===== src/hdl/dsr_pkg.sv =====
// ----------------------------------------------------------------------------
// dsr_pkg
// shared types and constants of the datagram sequence reassembler
// ----------------------------------------------------------------------------
package dsr_pkg;

	localparam int SEQ_W = 31;
	localparam int LEN_W = 15;
	localparam int CAP_W = 18;
	localparam int VERDICT_W = 3;

	localparam logic [CAP_W-1:0] CAP_RESET = 18'd16384;

	// verdict codes
	localparam logic [VERDICT_W-1:0] VERDICT_WHOLE    = 3'd0;
	localparam logic [VERDICT_W-1:0] VERDICT_STALE    = 3'd1;
	localparam logic [VERDICT_W-1:0] VERDICT_GAP      = 3'd2;
	localparam logic [VERDICT_W-1:0] VERDICT_ILLEGAL  = 3'd3;
	localparam logic [VERDICT_W-1:0] VERDICT_STORED   = 3'd4;
	localparam logic [VERDICT_W-1:0] VERDICT_TOO_BIG  = 3'd5;
	localparam logic [VERDICT_W-1:0] VERDICT_COMPLETE = 3'd6;

	typedef struct packed {
		logic [VERDICT_W-1:0] verdict;
		logic [SEQ_W-1:0]     dropped_count;
		logic [LEN_W-1:0]     copy_offset;
		logic [LEN_W-1:0]     copy_length;
		logic [LEN_W-1:0]     assembled_length;
		logic [SEQ_W-1:0]     current_sequence;
	} result_t;

endpackage


===== src/hdl/dsr_front.sv =====
// ----------------------------------------------------------------------------
// dsr_front
// classifies each header against the channel state and updates that state
// ----------------------------------------------------------------------------
module dsr_front #(
	parameter int FRAGMENT_BYTES = 1300,
	parameter int BUFFER_BYTES   = 16384
) (
	input  logic                        clk,
	input  logic                        arst_n,
	input  logic                        cfg_we,
	input  logic [dsr_pkg::CAP_W-1:0]   cfg_wdata,
	input  logic                        take,
	input  logic [dsr_pkg::SEQ_W-1:0]   seq_number,
	input  logic                        is_fragment,
	input  logic signed [31:0]          frag_offset,
	input  logic signed [15:0]          frag_bytes,
	input  logic [15:0]                 payload_available,
	output dsr_pkg::result_t            result
);

	localparam int ASM_W = $clog2(BUFFER_BYTES + 1);
	localparam int SUM_W = ((ASM_W > 15) ? ASM_W : 15) + 1;
	localparam int CMP_W = (SUM_W > dsr_pkg::CAP_W) ? SUM_W : dsr_pkg::CAP_W;

	logic [dsr_pkg::CAP_W-1:0] capacity_q;
	logic [dsr_pkg::SEQ_W-1:0] incoming_q;
	logic [dsr_pkg::SEQ_W-1:0] dropped_q;
	logic [dsr_pkg::SEQ_W-1:0] run_seq_q;
	logic [ASM_W-1:0]          assembled_q;

	logic                      stale;
	logic [dsr_pkg::SEQ_W-1:0] dropped_new;
	logic                      new_run;
	logic [ASM_W-1:0]          asm_eff;
	logic [31:0]               asm_ext;
	logic                      gap;
	logic                      illegal;
	logic [SUM_W-1:0]          sum;
	logic [31:0]               sum_ext;
	logic                      full_frag;
	logic                      over_cap;

	assign stale       = (seq_number <= incoming_q);
	assign dropped_new = seq_number - incoming_q - dsr_pkg::SEQ_W'(1);
	assign new_run     = (seq_number != run_seq_q);
	assign asm_eff     = new_run ? '0 : assembled_q;
	assign asm_ext     = 32'(asm_eff);
	assign gap         = (asm_ext != frag_offset);
	assign sum         = SUM_W'(asm_eff) + SUM_W'(frag_bytes[14:0]);
	assign sum_ext     = 32'(sum);
	assign illegal     = frag_bytes[15]
		|| (frag_bytes > $signed({1'b0, payload_available}))
		|| (sum > SUM_W'(BUFFER_BYTES));
	assign full_frag   = (frag_bytes == 16'(FRAGMENT_BYTES));
	assign over_cap    = (CMP_W'(sum) > CMP_W'(capacity_q));

	always_comb begin
		result                  = '0;
		result.dropped_count    = dropped_q;
		result.current_sequence = incoming_q;
		if (stale) begin
			result.verdict = dsr_pkg::VERDICT_STALE;
		end else begin
			result.dropped_count = dropped_new;
			if (!is_fragment) begin
				result.verdict          = dsr_pkg::VERDICT_WHOLE;
				result.current_sequence = seq_number;
			end else if (gap) begin
				result.verdict = dsr_pkg::VERDICT_GAP;
			end else if (illegal) begin
				result.verdict = dsr_pkg::VERDICT_ILLEGAL;
			end else begin
				result.copy_offset = asm_ext[dsr_pkg::LEN_W-1:0];
				result.copy_length = frag_bytes[dsr_pkg::LEN_W-1:0];
				if (full_frag) begin
					result.verdict = dsr_pkg::VERDICT_STORED;
				end else if (over_cap) begin
					result.verdict = dsr_pkg::VERDICT_TOO_BIG;
				end else begin
					result.verdict          = dsr_pkg::VERDICT_COMPLETE;
					result.assembled_length = sum_ext[dsr_pkg::LEN_W-1:0];
					result.current_sequence = seq_number;
				end
			end
		end
	end

	always_ff @(posedge clk or negedge arst_n) begin
		if (!arst_n) begin
			capacity_q  <= dsr_pkg::CAP_RESET;
			incoming_q  <= '0;
			dropped_q   <= '0;
			run_seq_q   <= '0;
			assembled_q <= '0;
		end else begin
			if (cfg_we) begin
				capacity_q <= cfg_wdata;
			end
			if (take && !stale) begin
				dropped_q <= dropped_new;
				if (!is_fragment) begin
					incoming_q <= seq_number;
				end else begin
					run_seq_q <= seq_number;
					if (gap || illegal) begin
						assembled_q <= asm_eff;
					end else if (full_frag || over_cap) begin
						assembled_q <= ASM_W'(sum);
					end else begin
						assembled_q <= '0;
						incoming_q  <= seq_number;
					end
				end
			end
		end
	end

endmodule


===== src/hdl/dsr_queue.sv =====
// ----------------------------------------------------------------------------
// dsr_queue
// two-entry result queue between the classifier and the output stage
// ----------------------------------------------------------------------------
module dsr_queue (
	input  logic             clk,
	input  logic             arst_n,
	input  logic             push,
	input  dsr_pkg::result_t push_data,
	output logic             full,
	input  logic             pop,
	output logic             not_empty,
	output dsr_pkg::result_t pop_data
);

	dsr_pkg::result_t mem_q [2];
	logic             wr_ptr_q;
	logic             rd_ptr_q;
	logic [1:0]       count_q;

	assign full      = (count_q == 2'd2);
	assign not_empty = (count_q != 2'd0);
	assign pop_data  = mem_q[rd_ptr_q];

	always_ff @(posedge clk) begin
		if (push) begin
			mem_q[wr_ptr_q] <= push_data;
		end
	end

	always_ff @(posedge clk or negedge arst_n) begin
		if (!arst_n) begin
			wr_ptr_q <= 1'b0;
			rd_ptr_q <= 1'b0;
			count_q  <= 2'd0;
		end else begin
			if (push) begin
				wr_ptr_q <= ~wr_ptr_q;
			end
			if (pop) begin
				rd_ptr_q <= ~rd_ptr_q;
			end
			case ({push, pop})
				2'b10:   count_q <= count_q + 2'd1;
				2'b01:   count_q <= count_q - 2'd1;
				default: count_q <= count_q;
			endcase
		end
	end

endmodule


===== src/hdl/dsr_back.sv =====
// ----------------------------------------------------------------------------
// dsr_back
// output register stage, refilled from the queue whenever it empties or moves
// ----------------------------------------------------------------------------
module dsr_back (
	input  logic             clk,
	input  logic             arst_n,
	input  logic             q_not_empty,
	input  dsr_pkg::result_t q_data,
	output logic             q_pop,
	output logic             out_valid,
	input  logic             out_ready,
	output dsr_pkg::result_t out_data
);

	logic             valid_q;
	dsr_pkg::result_t data_q;

	assign q_pop     = q_not_empty && (!valid_q || out_ready);
	assign out_valid = valid_q;
	assign out_data  = data_q;

	always_ff @(posedge clk) begin
		if (q_pop) begin
			data_q <= q_data;
		end
	end

	always_ff @(posedge clk or negedge arst_n) begin
		if (!arst_n) begin
			valid_q <= 1'b0;
		end else if (q_pop) begin
			valid_q <= 1'b1;
		end else if (out_ready) begin
			valid_q <= 1'b0;
		end
	end

endmodule


===== src/hdl/datagram_sequence_reassembler.sv =====
// ----------------------------------------------------------------------------
// datagram_sequence_reassembler
// receive-side sequence checker and fragment reassembly bookkeeping
// result path: a transferred header's result is written to the queue, then loaded
//   into the output register, which drives m_tvalid
// throughput: one header per cycle; s_tready drops only when the two-entry
//   queue is full, i.e. when the output side has stalled
// reset: arst_n clears the sequence state and the queue, capacity to 16384
// ----------------------------------------------------------------------------
module datagram_sequence_reassembler #(
	parameter int FRAGMENT_BYTES = 1300,
	parameter int BUFFER_BYTES   = 16384
) (
	input  logic         clk,
	input  logic         arst_n,
	// capacity register write
	input  logic         cfg_we,
	input  logic [17:0]  cfg_wdata,
	// header stream in
	input  logic         s_tvalid,
	output logic         s_tready,
	// seq_number[30:0], frag_offset[62:31], frag_bytes[78:63],
	// payload_available[94:79], zero pad[95]
	input  logic [95:0]  s_tdata,
	// is_fragment[0]
	input  logic         s_tuser,
	// verdict stream out
	output logic         m_tvalid,
	input  logic         m_tready,
	// dropped_count[30:0], copy_offset[45:31], copy_length[60:46],
	// assembled_length[75:61], current_sequence[106:76], zero pad[111:107]
	output logic [111:0] m_tdata,
	// verdict[2:0]
	output logic [2:0]   m_tuser
);

	logic             q_full;
	logic             take;
	dsr_pkg::result_t front_res;
	logic             q_pop;
	logic             q_not_empty;
	dsr_pkg::result_t q_data;
	dsr_pkg::result_t out_res;

	// a transfer is taken while the queue has room
	assign s_tready = !q_full;
	assign take     = s_tvalid && s_tready;

	// front: compares against the channel state and updates it in the same cycle
	dsr_front #(
		.FRAGMENT_BYTES (FRAGMENT_BYTES),
		.BUFFER_BYTES   (BUFFER_BYTES)
	) u_front (
		.clk               (clk),
		.arst_n            (arst_n),
		.cfg_we            (cfg_we),
		.cfg_wdata         (cfg_wdata),
		.take              (take),
		.seq_number        (s_tdata[30:0]),
		.is_fragment       (s_tuser),
		.frag_offset       (s_tdata[62:31]),
		.frag_bytes        (s_tdata[78:63]),
		.payload_available (s_tdata[94:79]),
		.result            (front_res)
	);

	// queue decouples classification from the output handshake
	dsr_queue u_queue (
		.clk       (clk),
		.arst_n    (arst_n),
		.push      (take),
		.push_data (front_res),
		.full      (q_full),
		.pop       (q_pop),
		.not_empty (q_not_empty),
		.pop_data  (q_data)
	);

	// back: registered master side
	dsr_back u_back (
		.clk         (clk),
		.arst_n      (arst_n),
		.q_not_empty (q_not_empty),
		.q_data      (q_data),
		.q_pop       (q_pop),
		.out_valid   (m_tvalid),
		.out_ready   (m_tready),
		.out_data    (out_res)
	);

	assign m_tuser = out_res.verdict;
	assign m_tdata = {5'd0, out_res.current_sequence, out_res.assembled_length,
		out_res.copy_length, out_res.copy_offset, out_res.dropped_count};

endmodule

===== config.mk =====
export PLATFORM = sky130hd
export DESIGN_NAME = datagram_sequence_reassembler
export DESIGN_NICKNAME = d
export VERILOG_FILES = /design/src/hdl/dsr_pkg.sv /design/src/hdl/dsr_front.sv /design/src/hdl/dsr_queue.sv /design/src/hdl/dsr_back.sv /design/src/hdl/datagram_sequence_reassembler.sv
export SDC_FILE = /design/constraint.sdc
export NUM_CORES = 1
export LEC_CHECK = 0
export BUFFER_PORTS_ARGS = -buffer_cell sky130_fd_sc_hd__buf_2
export CAP_MARGIN = 20
export CORE_MARGIN = 2
export CORE_UTILIZATION = 64
export DETAILED_ROUTE_END_ITERATION = 6
export GPL_ROUTABILITY_DRIVEN = 0
export PLACE_DENSITY = 0.91
export SLEW_MARGIN = 30
export SYNTH_ARGS = -nofsm -noshare
export SYNTH_HDL_FRONTEND = slang
export SYNTH_SLANG_ARGS = --single-unit

===== constraint.sdc =====
create_clock -name clk -period 11.3 [get_ports clk]
set_clock_uncertainty 0.15 [all_clocks]
set_input_delay 2.26 -clock clk [delete_from_list [all_inputs] [get_ports clk]]
set_output_delay 2.26 -clock clk [all_outputs]
set_load 0.1 [all_outputs]

Word-level counts from Yosys, hierarchy flattened
Memory sizes are Yosys's and may differ from the RTL's. A register that Yosys moved wholly into a read port is not among the register bits.
Cells that the tools add are included.
{ "totals": {"in_bits": 120, "memories": 1, "out_inout_bits": 117, "ram_bits": 220, "word_cells": 69, "regBits": 131} }
{ "mem_list": {"columns": ["memory", "depth", "word_bits", "read_ports", "rd_ports_with_merged_regs", "write_ports", "line", "rtl"], "rows": [
  ["u_queue.mem_q", 2, 110, 1, 1, 1, "dsr_queue.sv:16", "dsr_pkg::result_t mem_q [2];"]
]} }
{ "classes": {"n_eq_ne": 8, "bitwise": 2, "n_reduce_logical": 16, "mux": 24, "n_lt_le_gt_ge": 4, "n_addsub": 5} }
{ "ops": {"columns": ["op", "n"], "rows": [
  ["$mux 76", 2],
  ["$mux 31", 4],
  ["$mux 107", 1],
  ["$mux 46", 2],
  ["$mux 15", 3],
  ["$mux 45", 1],
  ["$ne 15x32->1", 1],
  ["$le 31x31->1", 1],
  ["$ne 31x31->1", 1],
  ["$sub 31x1->31 const B", 1],
  ["$sub 31x31->31", 1],
  ["$gt 16x18->1", 1],
  ["$gt 16x17->1", 1],
  ["$add 15x15->16", 1],
  ["$eq 16x12->1 const B", 1],
  ["$gt 16x15->1 const B", 1],
  ["$mux 3", 4],
  ["$reduce_bool 2->1", 3],
  ["$logic_or 1x1->1", 5],
  ["$eq 2x2->1 const B", 2],
  ["$mux 1", 4],
  ["$mux 2", 2],
  ["$ne 2x2->1 const B", 2],
  ["$pmux 2 s2", 1],
  ["8 further kinds", 13]
]} }

Longest topological paths before layout
Gate-level depths: netlist (run 1).
{ "depth": {"depth_word": 10, "mapped_depth": 24, "mapped_depth_nobuf": 22} }

Modules after synthesis
From an unflattened synthesis (run 1), not the netlist that was laid out.
{ "unflattened": {"cells_unflattened": 1546, "area_unflattened_um2": 22007.4} }
{ "by_module_without_submodules": {"columns": ["module", "area_each_um2", "instances", "cells_per_inst", "seq_area_each_um2"], "rows": [
  ["dsr_front", 10455.0, 1, 1066, 3154.3],
  ["dsr_queue", 8154.1, 1, 358, 6706.4],
  ["dsr_back", 3347.0, 1, 114, 3328.2],
  ["datagram_sequence_reassembler", 51.3, 1, 8, 0.0]
]} }

Worst setup path after synthesis (run 1)
Ideal clock, no wire load.
{ "synth_path": {"kind": "input -> register", "from": "input port m_tready", "to": "register u_queue.count_q[1]", "cell_stages": 5, "setup_time_ps": 79, "slack_ps": 2125, "t_arrival_ps": 8945, "path_buffers": 0, "t_required_ps": 11071, "cell_sequence": "inv_1 -> a21oi_1 -> ha_1 -> nor2_1 -> xor2_1"} }
{ "synth_between": {"elab_chain_len": 4, "elab_cells_between_ends": 6, "classes_between": "eq/ne: 2; mux: 1; reduce/logical: 3"} }
{ "synth_rtl": {"columns": ["element", "line", "rtl"], "rows": [
  ["start, declared", "datagram_sequence_reassembler.sv:29", "input logic m_tready,"],
  ["$logic_or 1x1->1 (*)", "dsr_back.sv:19", "assign q_pop = q_not_empty && (!valid_q || out_ready);"],
  ["$logic_and 1x1->1 (*)", "dsr_back.sv:19", null],
  ["named net q_pop", "datagram_sequence_reassembler.sv:40", "logic q_pop;"],
  ["$eq 2x1->1 / $eq 2x2->1 (equally long branches)", "dsr_queue.sv:43", "case ({push, pop})"],
  ["$pmux 2 s2 / $reduce_bool 2->1 (equally long branches)", null, null],
  ["end signal, assigned", "dsr_queue.sv:44", "2'b10: count_q <= count_q + 2'd1;"],
  ["end signal, assigned", "dsr_queue.sv:45", "2'b01: count_q <= count_q - 2'd1;"],
  ["end signal, assigned", "dsr_queue.sv:46", "default: count_q <= count_q;"],
  ["end, declared", "dsr_queue.sv:19", "logic [1:0] count_q;"]
]} }
The timed path passes the listed nets; every way through them passes the cells marked *.
A chain may end at the register's enable or synchronous reset.

==> impl_metrics.yaml, run 1 <==
detailed_routing:
  dr.pass1.iters: 6
  vias_per_cell: 6.20
  wire_per_inst_um: 21.6
  finalWirelength_mm: 50.4
  drt_iter0_drc: 1329
  postRouteAntennaNets: 0
  num_vias: 14500
  drc_errors: 0
synthesis:
  synth.yosys.warnings: 0
  synthCells: 1615
  syn_area_per_cell_um2: 13.5
  async_flop_share_pct: 28.4
  yosysSeqAreaShare_pct: 60.6
  ys_ff_latch: 461
  syn_area_um2: 21800
  ys.flop_type: "edfxtp_1"
  synth-edff-count: 330
  synth_cell_types: 78
clock_tree:
  cts_tree: "built"
  clock-sinks: 461
  ctsLongestPathBuffers: 3
  clockRootBuffer: "clkbuf_16"
  insertion_delay_ns: 0.56
  post_cts_resized: 0
  cts_hold_buf: 0
  postCtsSetupBuffers: 0
  cts_buffers: 44
  cts_htree_levels: 2
  cts.clk_slew.worst_paths_ns: 0.06
setup_path:
  crit_arrival_ns: 8.69
  cp-end-kind: "register"
  crit_required_ns: 11.43
  worst-path-buf-inv: 2
  cp_top_family: "simple AND/OR/NAND/NOR gates"
  cp-startpoint: "s_tdata[1]"
  ff2ff_setup_slack_ns: 4.20
  r2r_cells: 22
  critPathMaxStageDelay_ns: 0.62
  path_max_fanout: 31
  r2r_end: "u_queue.mem_q[1][1]"
  worstSetupPathType: "primary input to register"
  startpoint_type: "primary input"
  crit_slowest_cell: "nand2_2"
  crit_chain: "buf_2 > xnor2_1 > nand4_1 > nor4_2 > buf_4 > and3_1 > ha_1 > fa_1 > a211oi_2 > nor4_1 > nor3_1 > nor3_1 > a211oi_1 > xnor2_1 > ha_1 > a21o_1 > a21oi_1 > nor2_1 > a21oi_1 > a32oi_1 > o41ai_4 > nand2_2 > mux2_2"
  reg2reg_from: "u_front.run_seq_q[1]"
global_routing:
  track_usage_pct: 28.8
  grt_first_pass_wirelength_mm: 78.9
  grt_pass1_vias: 14500
  antenna_found_initial: 4
  gr-total-overflow: 0
  grt_max_degree: 80
floorplanning:
  ioPinCount: 237
  start_util_pct: 64.9
  fp-row-count: 67
  fp.dieH_um: 188
  coreArea_um2: 33500
  die_area_um2: 35500
  die_x_um: 188
timing:
  fin_crit_sh_pct: 75.7
  min_period_ns: 8.56
  finalSetupViolCount: 0
  finalMaxSlewViolations: 0
  final.setup.tns_ns: 0
  fmax_mhz: 117
  finalHoldViolCount: 0
  hold_slack_ns: 0.329
  slew-limit-headroom_pct: 32.3
  tightest_slew_ns: 0.999
  rsz0062_at_grt: "false"
run:
  cap_violations: 0
place:
  port_buffers: 230
  dp_hpwl_mm: 34.1
  placed_cell_area_um2: 23400
run_status:
  run_status: "complete, no violations"
final_layout:
  area_growth_syn_to_layout_pct: 13.5
  multi_input_area_um2: 7960
  nets: 2050
  final.fill_count: 2027
  final_core_util_pct: 73.6
  design_area_um2: 24700
  drive_above_1_share_pct: 29.7
  ff_latch_area_um2: 13200
hold_path:
  holdPathStages: 2
  hp-start: "u_front.dropped_q[7]"
  worstHoldPathType: "register to register"
  hold_path_end: "u_front.dropped_q[7]"
==> cell type report <==
class,instances,area share [%]
multi-input combinational,1004,32.2
clock inverter,16,0.355
tap,448,2.27
timing repair buffer,245,5.31
antenna,2,0.0203
sequential,461,53.4
clock buffer,62,5.02
inverter,91,1.38
==> flip-flops by register name (all words and copies together), names as in the netlist, 2 cells and up <==
signal               count
u_front.dropped_q       31
u_front.incoming_q      31
u_front.capacity_q      18
u_queue.mem_q          220
u_front.assembled_q     15
u_back.out_data        110
u_front.run_seq_q       31
u_queue.count_q          2
==> kinds of logic after synthesis <==
group	after synthesis	share of synthesized area [%]
DFF	461	60.6
and+or+nand+nor	368	8.72
AOI/OAI and AO/OA	241	7.41
muxes	229	12.2
buffers and inverters	154	3.02
adders and majority gates	83	4.84
xor gates and xnor gates	78	3.14
other	1	0.0172
==> metal layers <==
layer	track usage [%]	wire, um	up-vias
li1	-	-	6441
met1	38.0	19600	7048
met2	46.2	23900	751
met3	6.39	4560	207
met4	13.0	2330	4
met5	0	21	-
==> cells in the final DEF, fill, tap and decap left out, drive strengths merged, types with 15 or more instances in the layout <==
cell,count
a21o,18
a21oi,51
a22o,15
and2,35
and3,32
buf,245
clkbuf,62
dfrtp,130
edfxtp,330
ha,81
inv,93
mux2,225
nand2,136
nand3,17
nand4,18
nor2,53
nor3,17
o21ai,64
xnor2,60
xor2,18
==> how the worst max path moves through the flow <==
stage / endpoint / slack (ns) / cells past startpoint
after floorplan: u_queue.count_q[1] / 2.13 / 5
after detailed placement: u_queue.mem_q[1][1] / 2.54 / 23
after global placement: u_queue.mem_q[0][22] / 2.74 / 22
after global routing: u_queue.mem_q[1][1] / 2.61 / 23
after CTS: u_queue.mem_q[0][22] / 3.05 / 22
final: u_queue.mem_q[1][1] / 2.74 / 23
==> per-stage QoR <==
stage | cells | worst slack (ns)
6_report | 2329 | 2.74
5_1_grt | 2328 | 2.61
4_1_cts | 2327 | 3.05
3_5_place_dp | 2249 | 2.54
3_3_place_gp | 2247 | 2.74
2_1_floorplan | 1619 | 2.13
==> cell usage after synthesis, drive strengths merged (3+ instances only) <==
| library cell | n | area [um2] |
|---|---|---|
| a211oi | 14 | 110 |
| a31oi | 7 | 43.8 |
| nor2 | 53 | 201 |
| o2111ai | 3 | 26.3 |
| a211o | 4 | 35.0 |
| or4 | 6 | 48.8 |
| nand4 | 18 | 113 |
| a21oi | 51 | 263 |
| or3 | 5 | 31.3 |
| a21o | 18 | 135 |
| nor4bb | 4 | 40.0 |
| clkbuf | 46 | 173 |
| o21bai | 6 | 45.0 |
| nor3b | 6 | 50.1 |
| nand3 | 17 | 85.1 |
| ha | 81 | 1010 |
| xor2 | 18 | 158 |
| nand2 | 136 | 515 |
| nor2b | 7 | 43.8 |
| o21ai | 64 | 320 |
| inv | 91 | 342 |
| a21boi | 4 | 30.0 |
| dfrtp | 130 | 3250 |
| mux2 | 225 | 2620 |
| o31ai | 12 | 90.1 |
| a32oi | 3 | 26.3 |
| nor4b | 7 | 82.6 |
| or2 | 4 | 25.0 |
| edfxtp | 330 | 9910 |
| o21a | 11 | 82.6 |
| nor3 | 17 | 85.1 |
| and4 | 3 | 26.3 |
| o211ai | 11 | 82.6 |
| nor4 | 14 | 100 |
| buf | 17 | 143 |
| xnor2 | 60 | 526 |
| and2 | 35 | 219 |
| a31o | 3 | 26.3 |
| mux2i | 4 | 40.0 |
| a22o | 15 | 131 |
| and3 | 32 | 200 |
==> tightest hold or removal path: stages, from the launching register on <==
cell	delay, ns
dfrtp_1	0.34
nand2_1	0.05
nand2_1	0.05
Power of run 1 is left out: the tool's default activity adds up to more than one toggle a clock period on the data nets, which glitch-free logic cannot reach.
==> inputs of run 2 (changes only) <==
ABC_AREA = 1   (was not set)
CORE_UTILIZATION = 54   (was 64)
PLACE_DENSITY = 0.82   (was 0.91)
clock period = 7.1 ns   (was 11.3 ns; I/O delays follow)
==> run 2 against run 1 <==
  * Global-route usage fell by 2.5 points
  * Non-clock buffer count rose by 8
  * Synthesized cell count rose by 57%
  * Sequential cell count did not move
  * Final area rose by 6.0%
  * Wire length rose by 15%
  * Core utilization fell by 11 points
  * Register-to-register slack got worse by 3.0 ns
==> impl_metrics.yaml, run 2 <==
run_status:
  run_status: "complete, no violations"
clock_tree:
  cts_htree_levels: 2
  cts.clk_slew.worst_paths_ns: 0.06
  post_cts_resized: 0
  clock-sinks: 461
  cts_buffers: 48
  cts_hold_buf: 0
  insertion_delay_ns: 0.60
  ctsLongestPathBuffers: 3
  postCtsSetupBuffers: 0
  cts_tree: "built"
  clockRootBuffer: "clkbuf_16"
synthesis:
  async_flop_share_pct: 28.4
  ys.flop_type: "edfxtp_1"
  yosysSeqAreaShare_pct: 57.6
  syn_area_per_cell_um2: 9.05
  synthCells: 2533
  yosys-top-cells-area: "edfxtp_1 43%, nand2_1 17%, dfrtp_1 14%"
  synth_common_cells: "1,010 x nand2_1, 330 x edfxtp_1, 272 x inv_1"
  synth.yosys.warnings: 0
  syn_area_um2: 22900
  synth-edff-count: 330
  synth_cell_types: 46
  synth_top_area_share_pct: 43.2
  yosys.area.top_type: "edfxtp_1"
  ys_ff_latch: 461
  synth_most_common_cell: "nand2_1"
power_and_ir_drop:
  power_switching_share_pct: 48.1
  ir_worst_vdd_v: 0.000555
  p_leak_uw: 0.0124
  share_seq_of_total_power_pct: 35.3
  combPwrFrac_pct: 45.6
  pwr-share-clk_pct: 19.1
  power_density_nw_per_um2: 508
  p_int_uw: 6900
  p_switching_uw: 6390
final_layout:
  final_core_util_pct: 62.4
  final.fill_count: 3294
  final_cells: 3344
  drive_above_1_share_pct: 13.1
  largest_reg_flops: 220
  design_area_um2: 26200
  final_common_cell: "nand2_1"
  layout_common_cells: "1,009 x nand2_1, 330 x edfxtp_1, 271 x inv_1"
  regMostFlops: "u_queue.mem_q"
  area_growth_syn_to_layout_pct: 14.3
  nets: 2952
detailed_routing:
  wire_per_inst_um: 17.3
  drc_errors: 0
  finalWirelength_mm: 57.9
  drt_iter0_drc: 1869
  dr.pass1.iters: 7
  vias_per_cell: 5.50
  num_vias: 18400
  postRouteAntennaNets: 0
setup_path:
  cp-end-kind: "register"
  path_max_fanout: 31
  crit_arrival_ns: 6.81
  crit_top_cell: "nand2_1"
  startpoint_type: "primary input"
  worstSetupPathType: "primary input to register"
  critPathMaxStageDelay_ns: 0.35
  crit_required_ns: 7.43
  ff2ff_setup_slack_ns: 1.18
  crit_slowest_cell: "xor2_1"
run:
  cap_violations: 0
place:
  port_buffers: 230
  dp_cells: 3238
  placed_cell_area_um2: 24500
  dp_hpwl_mm: 40.3
timing:
  finalMaxSlewViolations: 0
  finalSetupViolCount: 0
  rsz0062_at_grt: "false"
  fmax_mhz: 154
  finalHoldViolCount: 0
  slew-limit-headroom_pct: 33.8
  tightest_slew_ns: 0.993
  min_period_ns: 6.48
  final.setup.tns_ns: 0
  fin_crit_sh_pct: 91.3
global_routing:
  grt_max_degree: 96
  grt_use_met3_pct: 6.88
  gr-total-overflow: 0
  grtUsageMet1_pct: 35.8
  top_usage_layer: "met2"
  grt_pass1_vias: 17700
  grt_first_pass_wirelength_mm: 91.1
  use_met2_pct: 39.9
  antenna_found_initial: 23
  track_usage_pct: 26.3
floorplanning:
  fp.dieH_um: 210
  ioPinCount: 237
  coreArea_um2: 41900
  die_x_um: 210
  start_util_pct: 54.6
  die_area_um2: 44100
  fp-row-count: 75
hold_path:
  worstHoldPathType: "register to register"
run 2: area by class of cell:
class	count	area, um2	share of cell area (%)
multi-input combinational	1710	8290	31.7
inverter	275	1030	3.94
clock buffer	62	1310	4.98
clock inverter	28	295	1.13
sequential	461	13200	50.4
antenna	16	40.0	0.153
tap	539	674	2.58
timing repair buffer	253	1360	5.19
run 2: critical path: cells and delay by family:
kind	cells	cell delay, ns
compound gates	1	0.22
simple gates	17	2.41
fa+ha+maj	2	0.61
xor+xnor	2	0.65
buf+inv	8	1.48
run 2: logic make-up (layout without fill, tap and decap cells):
logic type / Yosys count / in the layout / share of synthesized area [%]
AO/OA/AOI/OAI: 244 / 244 / 5.67
AND/OR/NAND/NOR: 1327 / 1327 / 23.6
XOR/XNOR: 48 / 48 / 1.83
flip-flops: 461 / 461 / 57.6
buffers and inverters: 366 / 618 / 6.54
other: 1 / 21 / 0.0164
multiplexers: 3 / 3 / 0.147
adder cells (fa/ha/maj): 83 / 83 / 4.60
run 2: stage by stage:
stage | worst slack [ns] | hold WS (ns) | power (uW)
floorplan | 0.140 | 0.292 | 9470
global placement | 0.505 | 0.305 | 10500
detailed placement | 0.304 | 0.313 | 10700
CTS | 0.860 | 0.342 | 13300
global route | 0.343 | 0.365 | 14000
finish | 0.618 | 0.344 | 13300
run 2: path summary, 6_finish.rpt:
| path | startpoint | end | cells past startpoint |
|---|---|---|---|
| hold reg to reg | u_front.dropped_q[25] | u_front.dropped_q[25] | 1 |
| setup / recovery | s_tdata[20] | u_front.incoming_q[19] | 30 |
| setup reg to reg | u_front.run_seq_q[20] | u_front.incoming_q[19] | 29 |
| hold / removal | u_front.dropped_q[25] | u_front.dropped_q[25] | 1 |
| min in group asynchronous | arst_n | u_front.run_seq_q[22] | 1 |
| max in group asynchronous | arst_n | u_front.run_seq_q[26] | 2 |
run 2: per-layer routing:
metal / wire (um) / up-vias / share of wire [%]
met1: 23800 / 8530 / 41
li1: - / 8696 / -
met5: 85 / - / 0.15
met3: 5830 / 208 / 10
met2: 25700 / 941 / 44
met4: 2590 / 14 / 4.5
run 2: power groups by stage:
stage | registers, uW | clock network [uW] | logic, uW
finish | 4690 | 2540 | 6060
global route | 4790 | 2670 | 6500
CTS | 4690 | 2570 | 6030
detailed placement | 4740 | 0 | 6000
global placement | 4690 | 0 | 5860
floorplan | 7170 | 0 | 2300
No activity file was read; power rests on OpenSTA's default activity.
==> inputs of run 3 (changes only) <==
SYNTH_HIERARCHICAL = 1   (was not set)
==> run 3 against run 2 <==
  * The flow now finishes with violations (DRC)
  * Critical path depth is 2 lower
  * Count of clock-buffer cells in the layout unchanged
  * Via count up 0.44%
  * Wire length about the same
  * Sequential cell count is the same
  * Synthesized cell count is 0.83% higher
  * Combinational power down 3%
  * Clock power down 3%
  * Global-route usage down 0.36 points
  * Area after synthesis increased by 1.5%
  * Register-to-register slack lost 0.05 ns
  * Largest cell class unchanged
==> impl_metrics.yaml, run 3 <==
synthesis:
  synth-adder-area-share_pct: 4.53
  synth_xor_area_share_pct: 1.62
  synth_common_cells: "785 x nand2_1, 396 x inv_1, 330 x edfxtp_1"
  yosys-top-cells-area: "edfxtp_1 43%, dfrtp_1 14%, nand2_1 13%"
  syn_area_per_cell_um2: 9.10
  synth_top_area_share_pct: 42.6
  ys_ff_latch: 461
  synth_top_family_by_area: "simple AND/OR/NAND/NOR gates"
  synth-edff-count: 330
  yosysSeqAreaShare_pct: 56.7
  synth-compound-area-share_pct: 8.23
  async_flop_share_pct: 28.4
  synthCells: 2554
  ys.flop_type: "edfxtp_1"
  syn_area_um2: 23200
  synthMuxAreaShare_pct: 0.145
  synth.yosys.warnings: 6
  synth_most_common_cell: "nand2_1"
  synth_cell_types: 51
  yosys.area.top_type: "edfxtp_1"
  yosys.area_share.simple_pct: 20.0
timing:
  fin_crit_sh_pct: 92.5
  slew-limit-headroom_pct: 38.4
  rsz0062_at_grt: "false"
  fmax_mhz: 152
  finalSetupViolCount: 0
  tightest_slew_ns: 0.924
  finalMaxSlewViolations: 0
  final.setup.tns_ns: 0
  finalHoldViolCount: 0
  min_period_ns: 6.57
global_routing:
  antenna_found_initial: 21
  gr-total-overflow: 0
  grt_pass1_vias: 17500
  grt_first_pass_wirelength_mm: 90.7
  grt_max_degree: 114
  grt_use_met3_pct: 6.23
  grtUsageMet1_pct: 35.3
  track_usage_pct: 26.0
  use_met2_pct: 40.3
  top_usage_layer: "met2"
setup_path:
  cp-end-kind: "register"
  crit_required_ns: 7.25
  path_max_fanout: 28
  worstSetupPathType: "primary input to register"
  startpoint_type: "primary input"
  crit_top_cell: "nand2_1"
  crit_arrival_ns: 6.71
  critPathMaxStageDelay_ns: 0.37
  crit_slowest_cell: "nor2_4"
final_layout:
  largest_reg_flops: 220
  area_growth_syn_to_layout_pct: 13.7
  nets: 2973
  design_area_um2: 26400
  drive_above_1_share_pct: 13.4
  layout_common_cells: "783 x nand2_1, 394 x inv_1, 330 x edfxtp_1"
  final_common_cell: "nand2_1"
  final.fill_count: 3425
  regMostFlops: "u_queue/mem_q"
clock_tree:
  ctsLongestPathBuffers: 3
  cts_hold_buf: 0
  post_cts_resized: 0
  cts_htree_levels: 2
  clock-sinks: 461
  clockRootBuffer: "clkbuf_16"
  insertion_delay_ns: 0.60
  cts.clk_slew.worst_paths_ns: 0.06
  cts_buffers: 47
  postCtsSetupBuffers: 0
  cts_tree: "built"
floorplanning:
  die_area_um2: 44700
  start_util_pct: 54.3
  fp.dieH_um: 211
  die_x_um: 211
  coreArea_um2: 42800
  fp-row-count: 76
  ioPinCount: 237
power_and_ir_drop:
  power_density_nw_per_um2: 495
  ir_worst_vdd_v: 0.000330
  p_leak_uw: 0.0124
place:
  placed_cell_area_um2: 24800
  dp_hpwl_mm: 41.1
  port_buffers: 230
detailed_routing:
  wire_per_inst_um: 17.2
  drt_iter0_drc: 2098
  postRouteAntennaNets: 0
  vias_per_cell: 5.49
  drc_errors: 1
  dr.pass1.iters: 7
  finalWirelength_mm: 57.9
  num_vias: 18500
run:
  cap_violations: 0
run_status:
  violations: "DRC"
  run_status: "complete, but fails checks"
hold_path:
  worstHoldPathType: "register to register"
-- run 3: final timing paths --
path / from / endpoint / slack, ns / depth (start not counted)
setup / recovery: s_tdata[23] / u_queue/mem_q[1][12] / 0.53 / 28
hold reg to reg: u_queue/count_q[1] / u_queue/count_q[1] / 0.34 / 2
max in group asynchronous: arst_n / u_front/capacity_q[8] / 4.79 / 2
hold / removal: u_queue/count_q[1] / u_queue/count_q[1] / 0.34 / 2
setup reg to reg: u_front/run_seq_q[8] / u_queue/mem_q[1][12] / 1.13 / 25
min in group asynchronous: arst_n / u_front/dropped_q[16] / 0.73 / 1
-- run 3: critical path, delay by kind of cell --
| family | cells | cell delay [ns] |
|---|---|---|
| simple gates | 18 | 3.18 |
| compound gates | 3 | 0.76 |
| buf+inv | 5 | 0.66 |
| fa+ha+maj | 2 | 0.65 |
-- run 3: area by class of cell --
type | instances | area, um2 | share of cell area (%)
antenna | 13 | 32.5 | 0.123
clock buffer | 62 | 1260 | 4.78
clock inverter | 25 | 274 | 1.04
inverter | 401 | 1510 | 5.71
multi-input combinational | 1602 | 8080 | 30.6
sequential | 461 | 13200 | 49.9
tap | 546 | 683 | 2.58
timing repair buffer | 257 | 1400 | 5.31
-- run 3: power breakdown --
part | internal [uW] | leakage, uW | total (uW) | switching, uW
registers | 4310 | 0.00482 | 4700 | 389
clock network | 1440 | 0.000750 | 2470 | 1030
logic | 1130 | 0.00683 | 5900 | 4780
-- run 3: logic make-up after synthesis --
logic type	after synthesis
buffers and inverters	495
adder cells (fa/ha/maj)	83
other	1
XOR/XNOR	43
multiplexers	3
flip-flops	461
AND/OR/NAND/NOR	1101
AO/OA/AOI/OAI	367
-- run 3: routing by layer --
layer  up-vias  part of all wire, %
met5         -                 0.20
met4        18                  4.0
met3       177                   10
met2       950                   44
met1      8559                   41
li1       8766                    -
-- run 3: stage by stage --
step	utilization (%)	std cells	power (uW)	setup WS [ns]	hold slack, ns
after floorplan	-	2558	9370	0.126	0.292
after global placement	58.0	3265	10300	0.378	0.303
after detailed placement	58.0	3266	10600	0.158	0.327
after CTS	61.6	3353	13100	0.753	0.340
after global routing	61.8	3366	13700	0.323	0.384
final	61.8	3367	13100	0.533	0.340
